**config.mk**
```make
export PLATFORM = sky130hd
export DESIGN_NAME = seven_segment_mux_driver
export DESIGN_NICKNAME = d
export VERILOG_FILES = /design/src/design/ssmd_pkg.sv /design/src/design/seven_segment_mux_driver.sv /design/src/design/ssmd_core.sv /design/src/design/ssmd_out_buf.sv
export SDC_FILE = /design/constraint.sdc
export NUM_CORES = 1
export LEC_CHECK = 0
export BUFFER_PORTS_ARGS = -buffer_cell sky130_fd_sc_hd__buf_2
export CELL_PAD_IN_SITES_DETAIL_PLACEMENT = 1
export CELL_PAD_IN_SITES_GLOBAL_PLACEMENT = 2
export CORE_ASPECT_RATIO = 2
export CORE_MARGIN = 5
export CORE_UTILIZATION = 33
export DETAILED_ROUTE_END_ITERATION = 10
export PLACE_DENSITY_LB_ADDON = 0.2
export SYNTH_ARGS = -nofsm -noshare
export SYNTH_HDL_FRONTEND = slang
export SYNTH_SLANG_ARGS = --single-unit
```
**constraint.sdc**
```tcl
create_clock -name i_clk -period 4.5 [get_ports i_clk]
set_input_delay 0.9 -clock i_clk [delete_from_list [all_inputs] [get_ports i_clk]]
set_output_delay 0.9 -clock i_clk [all_outputs]
set_load 0.01 [all_outputs]
```
**src/design/ssmd_pkg.sv**
```systemverilog
`default_nettype none
package ssmd_pkg;

    localparam int NUM_DIGITS = 4;
    localparam int IDX_W      = $clog2(NUM_DIGITS);

    // item operation codes
    localparam logic [1:0] OP_TICK       = 2'd0;
    localparam logic [1:0] OP_WRITE_CHAR = 2'd1;
    localparam logic [1:0] OP_SET_BIT    = 2'd2;

    // register indexes (byte address / 4)
    localparam logic [1:0] REG_MUX_PERIOD   = 2'd0;
    localparam logic [1:0] REG_SEG_ACT_LOW  = 2'd1;
    localparam logic [1:0] REG_DIG_ACT_LOW  = 2'd2;

    localparam logic [15:0] MUX_PERIOD_RST = 16'd1500;
    localparam logic [7:0]  CHAR_DASH      = 8'h2D;
    localparam logic [7:0]  EXTRA_OUT_MASK = 8'hF0;
    localparam logic [3:0]  DIGIT_EN_MASK  = 4'hF;

    typedef struct packed {
        logic [15:0] mux_period;
        logic        seg_active_low;
        logic        digit_active_low;
    } t_cfg;

    typedef struct packed {
        logic [7:0] digit_byte;
        logic [7:0] seg_byte;
    } t_frame;

    // segments a..g on bits 0..6, dp never lit
    function automatic logic [7:0] glyph(input logic [7:0] ch);
        logic [7:0] seg;
        unique case (ch)
            8'h30: seg = 8'h3F; // '0'
            8'h31: seg = 8'h06;
            8'h32: seg = 8'h5B;
            8'h33: seg = 8'h4F;
            8'h34: seg = 8'h66;
            8'h35: seg = 8'h6D;
            8'h36: seg = 8'h7D;
            8'h37: seg = 8'h07;
            8'h38: seg = 8'h7F;
            8'h39: seg = 8'h6F; // '9'
            8'h2D: seg = 8'h40; // '-'
            8'h5F: seg = 8'h08; // '_'
            8'h20: seg = 8'h00; // space
            8'h41, 8'h61: seg = 8'h77; // A a
            8'h62:        seg = 8'h7C; // b
            8'h43, 8'h63: seg = 8'h39; // C c
            8'h64:        seg = 8'h5E; // d
            8'h45, 8'h65: seg = 8'h79; // E e
            8'h46, 8'h66: seg = 8'h71; // F f
            8'h48, 8'h68: seg = 8'h74; // H h
            8'h49, 8'h69: seg = 8'h06; // I i
            8'h4C, 8'h6C: seg = 8'h38; // L l
            8'h4E, 8'h6E: seg = 8'h54; // N n
            8'h4F, 8'h6F: seg = 8'h3F; // O o
            8'h50, 8'h70: seg = 8'h73; // P p
            8'h55, 8'h75: seg = 8'h3E; // U u
            8'h2A:        seg = 8'h7F; // '*'
            default:      seg = 8'h00; // no glyph: blank
        endcase
        return seg;
    endfunction

endpackage
`default_nettype wire

```
**src/design/seven_segment_mux_driver.sv**
```systemverilog
`default_nettype none
// Four-digit multiplexed seven-segment driver.
// Input channel (i_in_valid / o_in_ready) takes one item per cycle: a time
// tick, a character write into the four-character text store, or a set/clear
// of one extra-output mask bit. A tick whose refresh countdown has run out
// moves to the next digit and yields one frame; all other items yield none.
// Output channel (o_out_valid / i_out_ready) carries frames: o_digit_byte
// (one-hot digit enable in the low nibble, extra mask high nibble) and
// o_seg_byte (segments a..g, dp on bit 7).
// The input takes one item per cycle only while o_in_ready is high. A tick
// that refreshes puts its frame into the frame register, or into the skid
// while the frame register holds an untaken frame.
// A two-entry output buffer (frame register plus skid) lets the input keep
// taking items while a frame waits; o_in_ready drops only once both hold a
// frame, and returns the cycle after the receiver takes one.
// Reset (i_rst_n, synchronous, low): text "----", mask 0, digit 0, countdown 0
// (first tick refreshes), mux_period 1500, both polarities active high.
// APB registers: 0x0 mux_period, 0x4 seg_active_low, 0x8 digit_active_low.
module seven_segment_mux_driver (
    input  wire logic        i_clk,
    input  wire logic        i_rst_n,
    // item input
    input  wire logic        i_in_valid,
    output logic             o_in_ready,
    input  wire logic [1:0]  i_opcode,
    input  wire logic [1:0]  i_position,
    input  wire logic [7:0]  i_char_code,
    input  wire logic [2:0]  i_bit_index,
    input  wire logic        i_bit_on,
    // frame output
    output logic             o_out_valid,
    input  wire logic        i_out_ready,
    output logic [7:0]       o_digit_byte,
    output logic [7:0]       o_seg_byte,
    // APB
    input  wire logic        psel,
    input  wire logic        penable,
    input  wire logic        pwrite,
    input  wire logic [3:0]  paddr,
    input  wire logic [31:0] pwdata,
    output logic [31:0]      prdata,
    output logic             pready
);
    import ssmd_pkg::*;

    t_cfg   r_cfg;
    logic   w_accept;
    logic   w_push;
    logic   w_space;
    t_frame w_frame;
    t_frame w_out_frame;
    logic   w_wr;

    assign pready   = 1'b1;
    assign w_wr     = psel && penable && pwrite;
    assign w_accept = i_in_valid && o_in_ready;
    assign o_in_ready = w_space;

    // config registers, to be written only while idle; the user is bound to this, the block has no check of its own
    always_ff @(posedge i_clk) begin
        if (!i_rst_n) begin
            r_cfg.mux_period       <= MUX_PERIOD_RST;
            r_cfg.seg_active_low   <= 1'b0;
            r_cfg.digit_active_low <= 1'b0;
        end else if (w_wr) begin
            unique case (paddr[3:2])
                REG_MUX_PERIOD:  r_cfg.mux_period       <= pwdata[15:0];
                REG_SEG_ACT_LOW: r_cfg.seg_active_low   <= pwdata[0];
                REG_DIG_ACT_LOW: r_cfg.digit_active_low <= pwdata[0];
                default: begin
                end
            endcase
        end
    end

    always_comb begin
        unique case (paddr[3:2])
            REG_MUX_PERIOD:  prdata = {16'd0, r_cfg.mux_period};
            REG_SEG_ACT_LOW: prdata = {31'd0, r_cfg.seg_active_low};
            REG_DIG_ACT_LOW: prdata = {31'd0, r_cfg.digit_active_low};
            default:         prdata = 32'd0;
        endcase
    end

    ssmd_core u_core (
        .i_clk       (i_clk),
        .i_rst_n     (i_rst_n),
        .i_accept    (w_accept),
        .i_opcode    (i_opcode),
        .i_position  (i_position),
        .i_char_code (i_char_code),
        .i_bit_index (i_bit_index),
        .i_bit_on    (i_bit_on),
        .i_cfg       (r_cfg),
        .o_push      (w_push),
        .o_frame     (w_frame)
    );

    // frame register plus skid
    ssmd_out_buf u_out_buf (
        .i_clk   (i_clk),
        .i_rst_n (i_rst_n),
        .i_push  (w_push),
        .i_frame (w_frame),
        .o_space (w_space),
        .o_valid (o_out_valid),
        .i_ready (i_out_ready),
        .o_frame (w_out_frame)
    );

    assign o_digit_byte = w_out_frame.digit_byte;
    assign o_seg_byte   = w_out_frame.seg_byte;

endmodule
`default_nettype wire

```
**src/design/ssmd_core.sv**
```systemverilog
`default_nettype none
module ssmd_core (
    input  wire logic                 i_clk,
    input  wire logic                 i_rst_n,
    input  wire logic                 i_accept,
    input  wire logic [1:0]           i_opcode,
    input  wire logic [1:0]           i_position,
    input  wire logic [7:0]           i_char_code,
    input  wire logic [2:0]           i_bit_index,
    input  wire logic                 i_bit_on,
    input  wire ssmd_pkg::t_cfg       i_cfg,
    output logic                      o_push,
    output ssmd_pkg::t_frame          o_frame
);
    import ssmd_pkg::*;

    logic [7:0]       r_text [NUM_DIGITS];
    logic [7:0]       r_extra_mask;
    logic [IDX_W-1:0] r_digit_index;
    logic [15:0]      r_countdown;

    logic [IDX_W-1:0] n_digit_index;
    logic [15:0]      n_reload;
    logic             w_tick;
    logic             w_refresh;
    logic [7:0]       w_seg;
    logic [3:0]       w_en;

    assign w_tick        = i_accept && (i_opcode == OP_TICK);
    assign w_refresh     = w_tick && (r_countdown == 16'd0);
    assign n_digit_index = r_digit_index + IDX_W'(1);
    // zero period behaves as one
    assign n_reload      = (i_cfg.mux_period == 16'd0) ? 16'd0 : i_cfg.mux_period - 16'd1;

    always_comb begin
        w_seg = glyph(r_text[n_digit_index]);
        if (i_cfg.seg_active_low) begin
            w_seg = ~w_seg;
        end
        w_en = 4'(1) << n_digit_index;
        if (i_cfg.digit_active_low) begin
            w_en = ~w_en & DIGIT_EN_MASK;
        end
        o_frame.seg_byte   = w_seg;
        o_frame.digit_byte = {4'b0000, w_en} | (r_extra_mask & EXTRA_OUT_MASK);
    end

    assign o_push = w_refresh;

    always_ff @(posedge i_clk) begin
        if (!i_rst_n) begin
            for (int i = 0; i < NUM_DIGITS; i++) begin
                r_text[i] <= CHAR_DASH;
            end
            r_extra_mask  <= 8'h00;
            r_digit_index <= '0;
            r_countdown   <= 16'd0;
        end else if (i_accept) begin
            unique case (i_opcode)
                OP_WRITE_CHAR: begin
                    r_text[i_position] <= i_char_code;
                end
                OP_SET_BIT: begin
                    r_extra_mask[i_bit_index] <= i_bit_on;
                end
                OP_TICK: begin
                    if (r_countdown != 16'd0) begin
                        r_countdown <= r_countdown - 16'd1;
                    end else begin
                        r_countdown   <= n_reload;
                        r_digit_index <= n_digit_index;
                    end
                end
                default: begin
                end
            endcase
        end
    end

endmodule
`default_nettype wire

```
**src/design/ssmd_out_buf.sv**
```systemverilog
`default_nettype none
module ssmd_out_buf (
    input  wire logic                 i_clk,
    input  wire logic                 i_rst_n,
    input  wire logic                 i_push,
    input  wire ssmd_pkg::t_frame     i_frame,
    output logic                      o_space,
    output logic                      o_valid,
    input  wire logic                 i_ready,
    output ssmd_pkg::t_frame          o_frame
);
    import ssmd_pkg::*;

    logic   r_out_valid;
    logic   r_skid_valid;
    t_frame r_out;
    t_frame r_skid;
    logic   w_free;

    assign w_free  = !r_out_valid || i_ready;
    assign o_space = !r_skid_valid;
    assign o_valid = r_out_valid;
    assign o_frame = r_out;

    always_ff @(posedge i_clk) begin
        if (!i_rst_n) begin
            r_out_valid  <= 1'b0;
            r_skid_valid <= 1'b0;
        end else if (w_free) begin
            r_out_valid  <= r_skid_valid || i_push;
            r_skid_valid <= 1'b0;
        end else if (i_push) begin
            r_skid_valid <= 1'b1;
        end
    end

    always_ff @(posedge i_clk) begin
        if (w_free) begin
            r_out <= r_skid_valid ? r_skid : i_frame;
        end else if (i_push) begin
            r_skid <= i_frame;
        end
    end

endmodule
`default_nettype wire

```
==> flow_metrics.tcl <==
set metrics [dict create \
    grt_usage 0.169 \
    crit_slowest_cell "ha_1" \
    cp.required_ns 4.59 \
    h-tree-depth 3 \
    cts_tree "built" \
    crit_family "simple AND/OR/NAND/NOR gates" \
    cts.sinks 106 \
    crit_end "u_out_buf.o_frame[3]" \
    drt_iter0_markers 158 \
    finalCritPeriodShare 0.766 \
    drt-wirelength-per-cell_um 19.5 \
    synth_area_um2 6220 \
    r2r_end "u_out_buf.o_frame[3]" \
    root_buffer "clkbuf_16" \
    syn_inst 646 \
    fp.dieArea_um2 21900 \
    fin_tns_setup_ns 0 \
    rows 71 \
    setup_violations 0 \
    cp.buffers_inverters 3 \
    drc 0 \
    layout-drive-gt1-share 0.194 \
    ys_types 64 \
    path_class "flip-flop to flip-flop" \
    reg2reg_from "u_core.r_digit_index[1]" \
    postCtsSetupBuffers 0 \
    fp.dieH_um 204 \
    r2r_setup_slack_ns 1.05 \
    synth_warnings 0 \
    dr.pass1.iters 4 \
    clock_path_buffers 2 \
    mostFrequentLayoutCells "buf_2 (74), edfxtp_1 (64), nand2_1 (60), dfxtp_1 (42), nor2_1 (40)" \
    worstSetupStartpoint "u_core.r_digit_index[1]" \
    grt_pass1_wl_um 28500 \
    power_density_nw_per_um2 351 \
    end_kind "flip-flop" \
    synth_edf_count 64 \
    worstPathCellList "inv_1 -> ha_1 -> mux4_2 -> inv_1 -> ha_1 -> inv_1 -> or2_2 -> a31oi_1 -> a21oi_1 -> or3b_2" \
    max_freq_mhz 290 \
    vias 4961 \
    routabilityCongestion 0.825 \
    clk_latency_ns 0.35 \
    power.total_uw 2470 \
    worst-endpoint-arrival_ns 3.54 \
    period_needed_ns 3.45 \
    finClkSkew_ns 0.00888 \
    r2r_cells 10 \
    synth_seq_cells 106 \
    fillers 2176 \
    io_pins 110 \
    critPathMostFrequentCell "inv_1" \
    rsz0062_at_grt "no" \
    grt_antenna_before_repair 2 \
    core_area_um2 18700 \
    synth_ff_type "edfxtp_1" \
    vdd_drop_max_mv 0.165 \
    path_depth 10 \
    critPathLaunchType "flip-flop" \
    hold_path_depth 0 \
    slew_viol_final 0 \
    stdcell_count 933 \
    cp_max_fo 7 \
    min_path_type "flip-flop to flip-flop" \
    nets 785 \
    clk_pin_slew_ns 0.08 \
    max_slew.worst_pin.slew_ns 1.08 \
    placedCellCount 916 \
    numCtsBuffers 9 \
    synthArstFlopShare 0 \
    ctsHoldBuffers 0 \
    routed_wirelength_um 18200 \
    numPortBuffers 74 \
    layout_commonest_cell "buf_2" \
    dp.final_hpwl_um 14500 \
    ys_seq_area_frac 0.444 \
    outcome "complete, no violations" \
    start_util 0.333 \
    die_w_um 107 \
    relSlewSlack 0.278 \
    cts_resized 0 \
    synthesis.area_per_instance_um2 9.62 \
    fin_util 0.377 \
    syn2layout_area_growth_pct 13.1 \
    grt_max_degree 33 \
    fin_hold_ws_ns 0.463 \
    max_stage_delay_ns 0.47 \
    detail-route-antenna-nets 0 \
    grt-ovfl-total 0 \
    cap_violations 0 \
    hold_viol_final 0 \
    p_leak_uw 0.00274 \
    routed_via_density 5.32 \
    grt_pass1_vias 5468 \
]
[worst register-to-register path: stages (launching register included)]
cell and delay [ns]:
dfxtp_1 0.39, inv_1 0.08, ha_1 0.47, mux4_2 0.45, inv_1 0.21, ha_1 0.20, inv_1 0.09, or2_2 0.30
a31oi_1 0.41, a21oi_1 0.12, or3b_2 0.47
[how the worst min path moves through the flow]
stage	startpoint	endpoint	slack, ns
2_1_floorplan	u_core.r_extra_mask[4]	u_out_buf.r_skid[12]	0.43
3_3_place_gp	u_core.r_extra_mask[6]	u_out_buf.r_skid[14]	0.45
3_5_place_dp	u_core.r_extra_mask[6]	u_out_buf.r_skid[14]	0.45
4_1_cts	u_core.r_extra_mask[6]	u_out_buf.r_skid[14]	0.46
5_1_grt	u_core.r_extra_mask[6]	u_out_buf.r_skid[14]	0.49
6_report	u_core.r_extra_mask[6]	u_out_buf.r_skid[14]	0.46
[metal layers]
| layer | vias to the layer above | GRT usage | share of wire |
|---|---|---|---|
| li1 | 2415 | - | - |
| met2 | 97 | 0.354 | 0.60 |
| met3 | 38 | 0.0250 | 0.026 |
| met1 | 2409 | 0.142 | 0.32 |
| met5 | - | 0 | 0.00038 |
| met4 | 2 | 0.0928 | 0.049 |
[cells by family (layout without fill, tap and decap cells)]
group | Yosys count | in the layout | share of synthesized area
fa+ha+maj | 18 | 18 | 0.0362
simple gates | 269 | 269 | 0.231
flops | 106 | 106 | 0.444
other cells | 2 | 18 | 0.00121
compound gates | 129 | 129 | 0.130
buf+inv | 69 | 121 | 0.0551
mux | 33 | 33 | 0.0737
xor+xnor | 20 | 20 | 0.0282
[stage by stage]
| step | instance area [um^2] | worst slack (ns) |
|---|---|---|
| 6_report | 7030 | 1.05 |
| 5_1_grt | 7030 | 0.839 |
| 4_1_cts | 7030 | 0.980 |
| 3_5_place_dp | 6740 | 0.994 |
| 3_3_place_gp | 6740 | 1.07 |
| 2_1_floorplan | 6270 | 1.25 |
[where the power goes]
part           internal, uW  switching [uW]
Combinational           210             379
Clock                   398             376
Sequential             1080            27.5
Total                  1690             782
[final cells by class]
type / count / area [um^2] / area share
Tap cell: 219 / 274 / 0.0390
Clock inverter: 6 / 50.0 / 0.00712
Sequential cell: 106 / 2760 / 0.393
Clock buffer: 10 / 239 / 0.0340
Multi-Input combinational cell: 486 / 3180 / 0.452
Inverter: 21 / 78.8 / 0.0112
Antenna cell: 1 / 2.50 / 0.000356
Timing Repair Buffer: 84 / 445 / 0.0634
[sequential cells by signal, summed over array words and instances (netlist names)]
register	count
u_core.r_countdown	16
u_core.r_text	32
u_out_buf.o_valid	1
r_cfg	18
u_core.r_extra_mask	4
u_out_buf.o_frame	16
u_core.r_digit_index	2
u_out_buf.r_skid	16
u_out_buf.r_skid_valid	1
[synth_stat cells (4+ instances only)]
master	count	area, um^2
nor3b_1	6	45.0
o21ai_0	39	195
clkbuf_1	22	82.6
ha_1	18	225
mux4_2	9	203
xor2_1	12	105
dfxtp_1	42	841
xnor2_1	8	70.1
a21oi_1	36	180
nand3_1	19	95.1
or3_1	10	62.6
nor3_1	25	125
mux2_2	12	135
nand2b_1	30	188
a22oi_1	6	45.0
nor4_1	8	50.1
a211oi_1	7	52.6
o211ai_1	4	30.0
or2_2	5	31.3
nor2b_1	10	62.6
nor2_1	40	150
buf_4	19	143
o31ai_1	7	52.6
inv_1	20	75.1
nand2_1	60	225
edfxtp_1	64	1920
and2_1	34	213
mux2i_1	12	120
nand4b_1	4	35.0
No activity file was read; power rests on OpenSTA's default activity.
